<file path="src/mpv_pkg.sv">
`default_nettype none
package mpv_pkg;

  localparam int unsigned HASH_W = 64;
  localparam int unsigned NUM_WORDS = 4;
  localparam int unsigned CFG_IDX_W = 2;
  localparam int unsigned ROUNDS = 64;
  localparam int unsigned ROUND_W = 6;

  // Compression pass selectors
  localparam logic [1:0] PASS_MSG = 2'd0;
  localparam logic [1:0] PASS_PAD = 2'd1;
  localparam logic [1:0] PASS_OUTER = 2'd2;

  typedef logic [HASH_W-1:0] hword_t;
  typedef logic [31:0] sword_t;
  typedef logic [255:0] state_t;
  typedef logic [511:0] block_t;

  // Handshake between sequencer and compression core
  typedef struct packed {
    logic start;
    logic use_init;
  } core_ctl_t;

  localparam state_t SHA_INIT = {
    32'h6a09e667, 32'hbb67ae85, 32'h3c6ef372, 32'ha54ff53a,
    32'h510e527f, 32'h9b05688c, 32'h1f83d9ab, 32'h5be0cd19
  };

  function automatic sword_t round_k(input logic [ROUND_W-1:0] i);
    sword_t k;
    unique case (i)
      6'd0: k = 32'h428a2f98; 6'd1: k = 32'h71374491; 6'd2: k = 32'hb5c0fbcf;
      6'd3: k = 32'he9b5dba5; 6'd4: k = 32'h3956c25b; 6'd5: k = 32'h59f111f1;
      6'd6: k = 32'h923f82a4; 6'd7: k = 32'hab1c5ed5; 6'd8: k = 32'hd807aa98;
      6'd9: k = 32'h12835b01; 6'd10: k = 32'h243185be; 6'd11: k = 32'h550c7dc3;
      6'd12: k = 32'h72be5d74; 6'd13: k = 32'h80deb1fe; 6'd14: k = 32'h9bdc06a7;
      6'd15: k = 32'hc19bf174; 6'd16: k = 32'he49b69c1; 6'd17: k = 32'hefbe4786;
      6'd18: k = 32'h0fc19dc6; 6'd19: k = 32'h240ca1cc; 6'd20: k = 32'h2de92c6f;
      6'd21: k = 32'h4a7484aa; 6'd22: k = 32'h5cb0a9dc; 6'd23: k = 32'h76f988da;
      6'd24: k = 32'h983e5152; 6'd25: k = 32'ha831c66d; 6'd26: k = 32'hb00327c8;
      6'd27: k = 32'hbf597fc7; 6'd28: k = 32'hc6e00bf3; 6'd29: k = 32'hd5a79147;
      6'd30: k = 32'h06ca6351; 6'd31: k = 32'h14292967; 6'd32: k = 32'h27b70a85;
      6'd33: k = 32'h2e1b2138; 6'd34: k = 32'h4d2c6dfc; 6'd35: k = 32'h53380d13;
      6'd36: k = 32'h650a7354; 6'd37: k = 32'h766a0abb; 6'd38: k = 32'h81c2c92e;
      6'd39: k = 32'h92722c85; 6'd40: k = 32'ha2bfe8a1; 6'd41: k = 32'ha81a664b;
      6'd42: k = 32'hc24b8b70; 6'd43: k = 32'hc76c51a3; 6'd44: k = 32'hd192e819;
      6'd45: k = 32'hd6990624; 6'd46: k = 32'hf40e3585; 6'd47: k = 32'h106aa070;
      6'd48: k = 32'h19a4c116; 6'd49: k = 32'h1e376c08; 6'd50: k = 32'h2748774c;
      6'd51: k = 32'h34b0bcb5; 6'd52: k = 32'h391c0cb3; 6'd53: k = 32'h4ed8aa4a;
      6'd54: k = 32'h5b9cca4f; 6'd55: k = 32'h682e6ff3; 6'd56: k = 32'h748f82ee;
      6'd57: k = 32'h78a5636f; 6'd58: k = 32'h84c87814; 6'd59: k = 32'h8cc70208;
      6'd60: k = 32'h90befffa; 6'd61: k = 32'ha4506ceb; 6'd62: k = 32'hbef9a3f7;
      default: k = 32'hc67178f2;
    endcase
    return k;
  endfunction

endpackage
`default_nettype wire

</file>
<file path="src/mpv_if.sv">
`default_nettype none
interface mpv_in_if;
  logic valid;
  logic ready;
  logic [63:0] hash_word0;
  logic [63:0] hash_word1;
  logic [63:0] hash_word2;
  logic [63:0] hash_word3;
  logic is_leaf;
  logic sibling_on_right;
  logic is_last;
  modport source (output valid, hash_word0, hash_word1, hash_word2, hash_word3,
                  is_leaf, sibling_on_right, is_last, input ready);
  modport sink (input valid, hash_word0, hash_word1, hash_word2, hash_word3,
                is_leaf, sibling_on_right, is_last, output ready);
endinterface

interface mpv_out_if;
  logic valid;
  logic ready;
  logic proof_valid;
  modport source (output valid, proof_valid, input ready);
  modport sink (input valid, proof_valid, output ready);
endinterface

interface mpv_cfg_if;
  logic valid;
  logic ready;
  logic [1:0] index;
  logic [63:0] data;
  modport source (output valid, index, data, input ready);
  modport sink (input valid, index, data, output ready);
endinterface
`default_nettype wire

</file>
<file path="src/mpv_core.sv">
`default_nettype none
// One SHA-256 compression, one round per cycle, message schedule in a
// 16-word shift window.
module mpv_core (
  input  wire logic clk,
  input  wire logic rst,
  input  wire mpv_pkg::core_ctl_t ctl,
  input  wire mpv_pkg::state_t chain_in,
  input  wire mpv_pkg::block_t blk,
  output mpv_pkg::state_t chain_out,
  output logic done
);

  logic busy;
  logic [mpv_pkg::ROUND_W-1:0] rnd;
  mpv_pkg::sword_t w [16];
  mpv_pkg::sword_t va, vb, vc, vd, ve, vf, vg, vh;
  mpv_pkg::state_t base;

  mpv_pkg::sword_t s0, s1, wn, e1, ch, t1, a0, mj;

  // schedule and round datapath
  always_comb begin
    s0 = {w[1][6:0], w[1][31:7]} ^ {w[1][17:0], w[1][31:18]} ^ (w[1] >> 3);
    s1 = {w[14][16:0], w[14][31:17]} ^ {w[14][18:0], w[14][31:19]} ^ (w[14] >> 10);
    wn = w[0] + s0 + w[9] + s1;
    e1 = {ve[5:0], ve[31:6]} ^ {ve[10:0], ve[31:11]} ^ {ve[24:0], ve[31:25]};
    ch = (ve & vf) ^ (~ve & vg);
    t1 = vh + e1 + ch + mpv_pkg::round_k(rnd) + w[0];
    a0 = {va[1:0], va[31:2]} ^ {va[12:0], va[31:13]} ^ {va[21:0], va[31:22]};
    mj = (va & vb) ^ (va & vc) ^ (vb & vc);
  end

  always_ff @(posedge clk) begin
    if (rst) begin
      busy <= 1'b0;
      done <= 1'b0;
      rnd  <= '0;
    end else begin
      done <= 1'b0;
      if (ctl.start) begin
        busy <= 1'b1;
        rnd  <= '0;
      end else if (busy) begin
        rnd <= rnd + 1'b1;
        if (rnd == mpv_pkg::ROUND_W'(mpv_pkg::ROUNDS - 1)) begin
          busy <= 1'b0;
          done <= 1'b1;
        end
      end
    end
  end

  // payload: working variables, schedule window, chaining value
  always_ff @(posedge clk) begin
    if (ctl.start) begin
      base <= ctl.use_init ? mpv_pkg::SHA_INIT : chain_in;
      {va, vb, vc, vd, ve, vf, vg, vh} <= ctl.use_init ? mpv_pkg::SHA_INIT : chain_in;
      for (int i = 0; i < 16; i++) w[i] <= blk[511-32*i -: 32];
    end else if (busy) begin
      for (int i = 0; i < 15; i++) w[i] <= w[i+1];
      w[15] <= wn;
      vh <= vg; vg <= vf; vf <= ve; ve <= vd + t1;
      vd <= vc; vc <= vb; vb <= va; va <= t1 + a0 + mj;
    end
  end

  // feed-forward add
  always_comb begin
    chain_out = {base[255:224] + va, base[223:192] + vb, base[191:160] + vc,
                 base[159:128] + vd, base[127:96] + ve, base[95:64] + vf,
                 base[63:32] + vg, base[31:0] + vh};
  end

endmodule
`default_nettype wire

</file>
<file path="src/merkle_proof_verifier_sha256d.sv">
`default_nettype none
// Channel | Dir | Words carried
// in      | in  | hash_word0..3, is_leaf, sibling_on_right, is_last
// out     | out | proof_valid (only for words with is_last)
// cfg     | in  | index 0..3 -> root_word0..3
// A leaf word goes straight to the compare step; a sibling word takes three
// 64-round compressions on the one shared round unit, plus start/done steps.
// rst (synchronous) clears the running hash and root registers.
// in.ready is low while a word is in work or its result waits on out.
// cfg is always ready; writes are expected only while idle.
module merkle_proof_verifier_sha256d (
  input wire logic clk,
  input wire logic rst,
  mpv_in_if.sink   in,
  mpv_out_if.source out,
  mpv_cfg_if.sink  cfg
);

  localparam logic [2:0] ST_IDLE = 3'd0;
  localparam logic [2:0] ST_RUN  = 3'd1;
  localparam logic [2:0] ST_WAIT = 3'd2;
  localparam logic [2:0] ST_CMP  = 3'd3;
  localparam logic [2:0] ST_OUT  = 3'd4;

  logic [2:0] state;
  logic [1:0] pass;
  mpv_pkg::hword_t root [mpv_pkg::NUM_WORDS];
  logic [255:0] run_hash;
  logic [511:0] msg;
  logic last;
  mpv_pkg::state_t chain, chain_out;
  mpv_pkg::core_ctl_t ctl;
  mpv_pkg::block_t blk;
  logic done;

  assign in.ready  = (state == ST_IDLE);
  assign cfg.ready = 1'b1;
  assign out.valid = (state == ST_OUT);

  // configuration registers
  always_ff @(posedge clk) begin
    if (rst) begin
      for (int i = 0; i < mpv_pkg::NUM_WORDS; i++) root[i] <= '0;
    end else if (cfg.valid) begin
      root[cfg.index] <= cfg.data;
    end
  end

  // block selection per pass
  always_comb begin
    unique case (pass)
      mpv_pkg::PASS_MSG: blk = msg;
      mpv_pkg::PASS_PAD: blk = {32'h80000000, 448'd0, 32'd512};
      default:           blk = {chain, 32'h80000000, 192'd0, 32'd256};
    endcase
  end

  mpv_core u_core (
    .clk(clk), .rst(rst), .ctl(ctl), .chain_in(chain),
    .blk(blk), .chain_out(chain_out), .done(done)
  );

  // sequencer
  always_ff @(posedge clk) begin
    if (rst) begin
      state    <= ST_IDLE;
      run_hash <= '0;
      ctl      <= '0;
      pass     <= mpv_pkg::PASS_MSG;
    end else begin
      ctl <= '0;
      unique case (state)
        ST_IDLE: if (in.valid) begin
          last <= in.is_last;
          if (in.is_leaf) begin
            run_hash <= {in.hash_word0, in.hash_word1, in.hash_word2, in.hash_word3};
            state <= ST_CMP;
          end else begin
            msg <= in.sibling_on_right ?
              {run_hash, in.hash_word0, in.hash_word1, in.hash_word2, in.hash_word3} :
              {in.hash_word0, in.hash_word1, in.hash_word2, in.hash_word3, run_hash};
            pass <= mpv_pkg::PASS_MSG;
            state <= ST_RUN;
          end
        end
        ST_RUN: begin
          ctl.start    <= 1'b1;
          ctl.use_init <= (pass != mpv_pkg::PASS_PAD);
          state <= ST_WAIT;
        end
        ST_WAIT: if (done) begin
          chain <= chain_out;
          if (pass == mpv_pkg::PASS_OUTER) begin
            run_hash <= chain_out;
            state <= ST_CMP;
          end else begin
            pass  <= pass + 1'b1;
            state <= ST_RUN;
          end
        end
        ST_CMP: begin
          out.proof_valid <= (run_hash == {root[0], root[1], root[2], root[3]});
          state <= last ? ST_OUT : ST_IDLE;
        end
        ST_OUT: if (out.ready) state <= ST_IDLE;
        default: state <= ST_IDLE;
      endcase
    end
  end

  // no new word while a result is pending
  a_no_accept_busy: assert property (@(posedge clk) disable iff (rst)
    out.valid |-> !in.ready) else $error("accept while result pending");
  // core only finishes while the sequencer waits for it
  a_done_wait: assert property (@(posedge clk) disable iff (rst)
    done |-> state == ST_WAIT) else $error("stray core done");
  // result held until taken
  a_out_hold: assert property (@(posedge clk) disable iff (rst)
    out.valid && !out.ready |=> out.valid && $stable(out.proof_valid))
    else $error("result dropped");

endmodule
`default_nettype wire
</file>
<file path="src/flat_wrapper.sv">
// flat-port wrapper written by rule: the top's interface ports become plain ports
module merkle_proof_verifier_sha256d_flat 
  (clk, rst, in_valid, in_hash_word0, in_hash_word1, in_hash_word2, in_hash_word3, in_is_leaf, in_sibling_on_right, in_is_last, in_ready, out_valid, out_proof_valid, out_ready, cfg_valid, cfg_index, cfg_data, cfg_ready);
  mpv_in_if in_i ();
  mpv_out_if out_i ();
  mpv_cfg_if cfg_i ();
  input wire logic clk;
  input wire logic rst;
  input wire logic [$bits(in_i.valid)-1:0] in_valid;
  input wire logic [$bits(in_i.hash_word0)-1:0] in_hash_word0;
  input wire logic [$bits(in_i.hash_word1)-1:0] in_hash_word1;
  input wire logic [$bits(in_i.hash_word2)-1:0] in_hash_word2;
  input wire logic [$bits(in_i.hash_word3)-1:0] in_hash_word3;
  input wire logic [$bits(in_i.is_leaf)-1:0] in_is_leaf;
  input wire logic [$bits(in_i.sibling_on_right)-1:0] in_sibling_on_right;
  input wire logic [$bits(in_i.is_last)-1:0] in_is_last;
  output wire logic [$bits(in_i.ready)-1:0] in_ready;
  output wire logic [$bits(out_i.valid)-1:0] out_valid;
  output wire logic [$bits(out_i.proof_valid)-1:0] out_proof_valid;
  input wire logic [$bits(out_i.ready)-1:0] out_ready;
  input wire logic [$bits(cfg_i.valid)-1:0] cfg_valid;
  input wire logic [$bits(cfg_i.index)-1:0] cfg_index;
  input wire logic [$bits(cfg_i.data)-1:0] cfg_data;
  output wire logic [$bits(cfg_i.ready)-1:0] cfg_ready;
  assign in_i.valid = in_valid;
  assign in_i.hash_word0 = in_hash_word0;
  assign in_i.hash_word1 = in_hash_word1;
  assign in_i.hash_word2 = in_hash_word2;
  assign in_i.hash_word3 = in_hash_word3;
  assign in_i.is_leaf = in_is_leaf;
  assign in_i.sibling_on_right = in_sibling_on_right;
  assign in_i.is_last = in_is_last;
  assign in_ready = in_i.ready;
  assign out_valid = out_i.valid;
  assign out_proof_valid = out_i.proof_valid;
  assign out_i.ready = out_ready;
  assign cfg_i.valid = cfg_valid;
  assign cfg_i.index = cfg_index;
  assign cfg_i.data = cfg_data;
  assign cfg_ready = cfg_i.ready;
  merkle_proof_verifier_sha256d u_core (.clk(clk), .rst(rst), .in(in_i), .out(out_i), .cfg(cfg_i));
endmodule
</file>
<file path="config.mk">
export PLATFORM = sky130hd
export DESIGN_NAME = merkle_proof_verifier_sha256d_flat
export DESIGN_NICKNAME = d
export VERILOG_FILES = /design/src/mpv_pkg.sv /design/src/mpv_if.sv /design/src/mpv_core.sv /design/src/merkle_proof_verifier_sha256d.sv /design/src/flat_wrapper.sv
export SDC_FILE = /design/constraint.sdc
export NUM_CORES = 2
export LEC_CHECK = 0
export BUFFER_PORTS_ARGS = -buffer_cell sky130_fd_sc_hd__buf_2
export CAP_MARGIN = 0
export CORE_AREA = 2 2 659 333
export CTS_CLUSTER_SIZE = 10
export DETAILED_ROUTE_END_ITERATION = 10
export DIE_AREA = 0 0 661 335
export PLACE_DENSITY = 0.75
export REMOVE_ABC_BUFFERS = 1
export SETUP_SLACK_MARGIN = 0.5
export SLEW_MARGIN = 20
export SYNTH_ARGS = -nofsm -noshare
export SYNTH_HDL_FRONTEND = slang
export SYNTH_HIERARCHICAL = 1
export SYNTH_SLANG_ARGS = --single-unit
</file>
<file path="constraint.sdc">
create_clock -name clk -period 86.8 [get_ports clk]
set_input_delay 17.36 -clock clk [delete_from_list [all_inputs] [get_ports clk]]
set_output_delay 17.36 -clock clk [all_outputs]
set_load 0.01 [all_outputs]
</file>
# Yosys cells after proc, flatten, opt, wreduce, memory -nomap -nowiden
# Memories as Yosys holds them, arrays and structs flattened. A register that Yosys moved wholly into a read port is not among the register bits.
# Index checks and enable logic that the tools add are counted.
[op_classes]
mul = 0
n_eq_ne = 16
mux = 72
n_reduce_logical = 15
div = 0
add_sub_neg = 20
shift = 0
n_bitwise = 37
magnitude_cmp = 0
[op_table]
columns = ["operator", "count"]
rows = [
  ["$mux 256", 5],
  ["$mux 32", 32],
  ["$pmux 512 s2", 1],
  ["$add 32x32->32", 18],
  ["$mux 512", 1],
  ["$pmux 256 s2", 1],
  ["$xor 32x32->32", 9],
  ["$eq 256x256->1", 1],
  ["$and 32x32->32", 5],
  ["$mux 64", 1],
  ["$reduce_or 64->1", 1],
  ["$not 32->32", 1],
  ["$xor 32x22->32", 1],
  ["$xor 32x29->32", 1],
  ["$mux 2", 8],
  ["$or 1x1->1", 16],
  ["$mux 1", 15],
  ["$pmux 3 s5", 1],
  ["$mux 3", 4],
  ["$mux 6", 2],
  ["$ne 2x2->1 const B", 6],
  ["$reduce_and 5->1", 2],
  ["$reduce_and 3->1", 3],
  ["$add 6x1->6 const B", 1],
  ["17 further kinds", 24],
]
[word_totals]
romBits = 2048
in_bits = 330
out_inout_bits = 4
latchBits = 0
ff_bits = 1553
word_cells = 184
ramBits = 768
memories = 3
[mem_list]
columns = ["memory", "depth", "word_bits", "rd", "rd_clocked_by_memory_dff", "write_ports", "line", "text"]
rows = [
  ["(no name shown)", 64, 32, 1, 1, 0, "mpv_pkg.sv:33", "unique case (i)"],
  ["u_core.u_core.w", 16, 32, 16, 0, 16, "mpv_core.sv:16", "mpv_pkg::sword_t w [16];"],
  ["u_core.root", 4, 64, 4, 0, 4, "merkle_proof_verifier_sha256d.sv:27", "mpv_pkg::hword_t root [mpv_pkg::NUM_WORDS];"],
]

# Longest topological paths before layout
[depth]
depth_word = 10
ltp_mapped = 36
mapped_depth_nobuf = 34

# Hierarchy
# Netlist, hierarchy kept.
[by_module_without_submodules]
columns = ["module", "n_inst", "area_per_inst_um2", "seq_area_each_um2", "cells_per_inst"]
rows = [
  ["mpv_core", 1, 70365.0, 31550.3, 6086],
  ["merkle_proof_verifier_sha256d", 1, 58647.5, 36074.6, 4307],
]

# Least setup slack after synthesis
# No wires, ideal clock.
[synth_path]
path_type = "input to register"
from = "in rst"
to = "reg u_core.msg[0], enable pin"
path_buffers = 1
t_required_ns = 85.331
path_stages = 3
path_slack_ns = 45.208
setup_time_ns = 1.469
arrival_ns = 40.123
cell_sequence = "buf_2 -> nor3b_1 -> nor2b_1"
[synth_via]
elab_chain_cells = 2
[synth_lines]
columns = ["element", "line", "text"]
rows = [
  ["start, declared", "flat_wrapper.sv:8", "input wire logic rst;"],
  ["$not 1->1 (no source line)", "n/a", ""],
  ["$reduce_and 4->1 (no source line)", "n/a", ""],
  ["end signal, assigned", "merkle_proof_verifier_sha256d.sv:79", "msg <= in.sibling_on_right ?"],
  ["end, declared", "merkle_proof_verifier_sha256d.sv:29", "logic [511:0] msg;"],
]
# Every way passes these cells.
# A chain may end at the register's enable or synchronous reset.

# Worst setup path in the final report
[layout_path]
from = "in rst"
to = "reg u_core.msg[236], enable pin"
# Same word-level chain as after synthesis.

==> summary.txt <==
Outcome
  • Outcome: finished clean

Timing
  • Least-Margin Pin Slew: 1.48 ns
  • TNS Setup: 0 ns
  • Max Clk Rate: 0.0476 GHz
  • Clock skew: 0.0955 ns
  • Max_slew headroom: 1.25%
  • Tmin final: 20.99 ns
  • Final count of negative-setup-slack endpoints: 0
  • Slew Limit Fails: 0
  • Final hold violations: 0
  • RSZ-0062 raised after global routing: false
  • Tcrit/Tclk final: 24.2%

Die
  • Horiz. Die Dim: 661 microns
  • Die Footprint: 0.221 sq mm
  • Ports: 334
  • Core box area: 0.216 sq mm
  • Initial core utilization: 59.7%
  • Die Y: 335 microns
  • FP Rows: 121

Setup path
  • Startpoint type of the worst setup path: primary input
  • Critical path peak fanout: 122
  • Critical path's top delay family: buffers and inverters
  • Critical path's slowest cell: buf_4
  • Required time of the worst setup path: 87.27 ns
  • Max incr delay on CP: 0.91 ns
  • WP buf/inv: 4
  • Worst-path cell chain: buf_8 > nor3b_1 > nor2b_4 > buf_12 > buf_4 > buf_4
  • Crit end category: flop
  • Flop-to-flop setup slack: 75.63 ns
  • Arrival @ worst endpoint: 21.46 ns
  • Crit path top cell by count: buf_4
  • Setup CP Type: in -> reg

Synth
  • FF+latch count, synth: 2,353
  • Synth Flop Type: edfxtp_1
  • Async SR Flop Fraction: 0%
  • Distinct cells, synth: 108
  • Seq/Total Area, Yosys: 52.4%
  • Cells after synthesis: 10.4k
  • Post-Syn Area: 0.129 sq mm
  • EDFF count, synth: 2,050
  • Syn_area_per_cell: 12.4 sq um
  • Synth Warn #: 6

Routing
  • Final WL: 555 mm
  • Antenna viol nets, final: 0
  • Drc violations: 0
  • DRT iter0 DRCs: 18.2k
  • Drt wl/cell: 40.3 microns
  • Pre-Repair DR Iteration Count: 9
  • Via count: 98.0k
  • Vias/cell: 7.12

Clocking
  • Sink Count: 2,353
  • Post-CTS setup buffers: 0
  • Clock tree root driver cell: clkbuf_16
  • H-Tree Depth: 5
  • Clk slew on worst S/H paths: 0.06 ns
  • CTS Buf Count: 279
  • Longest Clk Path Bufs: 4
  • TritonCTS clock tree: built
  • Hold-fix buffers at CTS: 0
  • Resize count post-CTS: 0
  • Worst skew pair latency: 0.89 ns

GRT
  • Number of global-route vias before repair: 88.3k
  • Largest net degree at the start of global routing: 158
  • GRT Overall Usage: 49.0%
  • Grt total ovfl: 0
  • First-pass GRT wire length: 738 mm
  • Initial antenna violation count: 109

Run
  • Max_cap viols: 0

Worst hold path
  • Worst min path class: reg -> reg

Cells and area
  • P&R area growth vs syn: 9.73%
  • Nets@finish: 11.5k
  • Commonest non-fill, non-tap cell in the layout: edfxtp_1
  • Most frequent cells in the layout: edfxtp_1, mux2_2, nand2_1
  • Layout cell share with drive strength beyond 1: 22.9%

Place
  • DP HPWL: 415 mm
  • Port Buf Inserts: 332
  • Global placer's final weighted congestion: 1.09
==> state kept, by name, summed over array words and instances (netlist names), 256 cells and up, named ones only <==
name,count
u_core/run_hash,256
u_core/root,256
u_core/u_core/w,512
u_core/chain,256
u_core/u_core/base,256
u_core/msg,512
==> per-stage QoR <==
| step | util [%] | worst slack (ns) | cell area (sq um) | instances | hold slack [ns] |
|---|---|---|---|---|---|
| finish | 65.5 | 65.81 | 142000 | 13800 | 0.498 |
| global route | 65.5 | 65.85 | 141000 | 13700 | 0.509 |
| CTS | 65.4 | 66.00 | 141000 | 13700 | 0.498 |
| detailed placement | 61.7 | 65.13 | 133000 | 13200 | 0.509 |
| global placement | 61.7 | 64.83 | 133000 | 13200 | 0.489 |
| floorplan | - | 3.65 | 126000 | 9831 | 0.466 |
==> cell type report <==
type,instances,area (sq um)
fillers,15800,74500
flip-flops and latches,2353,67600
multi-input cells,7125,57700
clock buffers,454,7790
well taps,2890,3620
repair buffers,506,3150
inverters,353,1330
clock inverters,21,233
diodes,70,175
==> synth_stat cells, types with 33 or more instances <==
library cell	number	area, sq um
a22o_1	255	2230
xor2_1	154	1350
mux2_2	1208	13600
o211ai_1	51	383
a311oi_1	53	464
and2_1	535	3350
fa_1	195	3900
dfxtp_1	303	6070
edfxtp_1	2050	61600
nand3_1	81	405
o21a_1	55	413
buf_4	33	248
clkbuf_1	339	1270
and3_1	42	263
inv_1	349	1310
nand4_1	95	594
nor3_1	77	385
nor2_1	537	2020
a311oi_2	214	3210
nand2_1	774	2910
buf_6	39	439
o21ai_0	316	1580
a211oi_1	55	413
or2_2	155	970
ha_1	393	4920
a31oi_1	43	269
o21bai_1	36	270
nand2b_1	58	363
nor2b_1	170	1060
a21o_1	191	1430
a21oi_1	363	1820
xnor2_1	678	5940
buf_2	120	601
==> path summary, 6_finish.rpt <==
kind,startpoint,to,cells past startpoint
worst max-delay path,rst,u_core/msg[236],6
worst min-delay path,u_core/u_core/w[0][206],u_core/u_core/w[0][174],1
worst max register to register,u_core/u_core/ve[12],u_core/u_core/ve[27],29
worst min register to register,u_core/u_core/w[0][206],u_core/u_core/w[0][174],1
==> metal layers <==
metal | vias up | track usage, % | part of all wire [%]
met3 | 1092 | 33.1 | 22
met4 | 60 | 15.1 | 3.7
met5 | - | 2.67 | 0.18
li1 | 38700 | - | -
met1 | 49000 | 69.3 | 38
met2 | 9224 | 58.4 | 36
==> kinds of logic (layout without fill, tap and decap cells) <==
family                     Yosys count  after routing  share of synthesized area, %
and+or+nand+nor                   2623           2623                          10.1
DFF                               2353           2353                          52.4
AOI/OAI and AO/OA                 1854           1854                          11.2
muxes                             1223           1223                          10.7
buffers and inverters              915           1334                          3.11
xor gates and xnor gates           833            833                          5.67
adders and majority gates          591            591                          6.86
other                                1             71                       0.00291
Power is not shown: default switching activity piles up to over one toggle a cycle in this logic, so the estimate is an artifact.
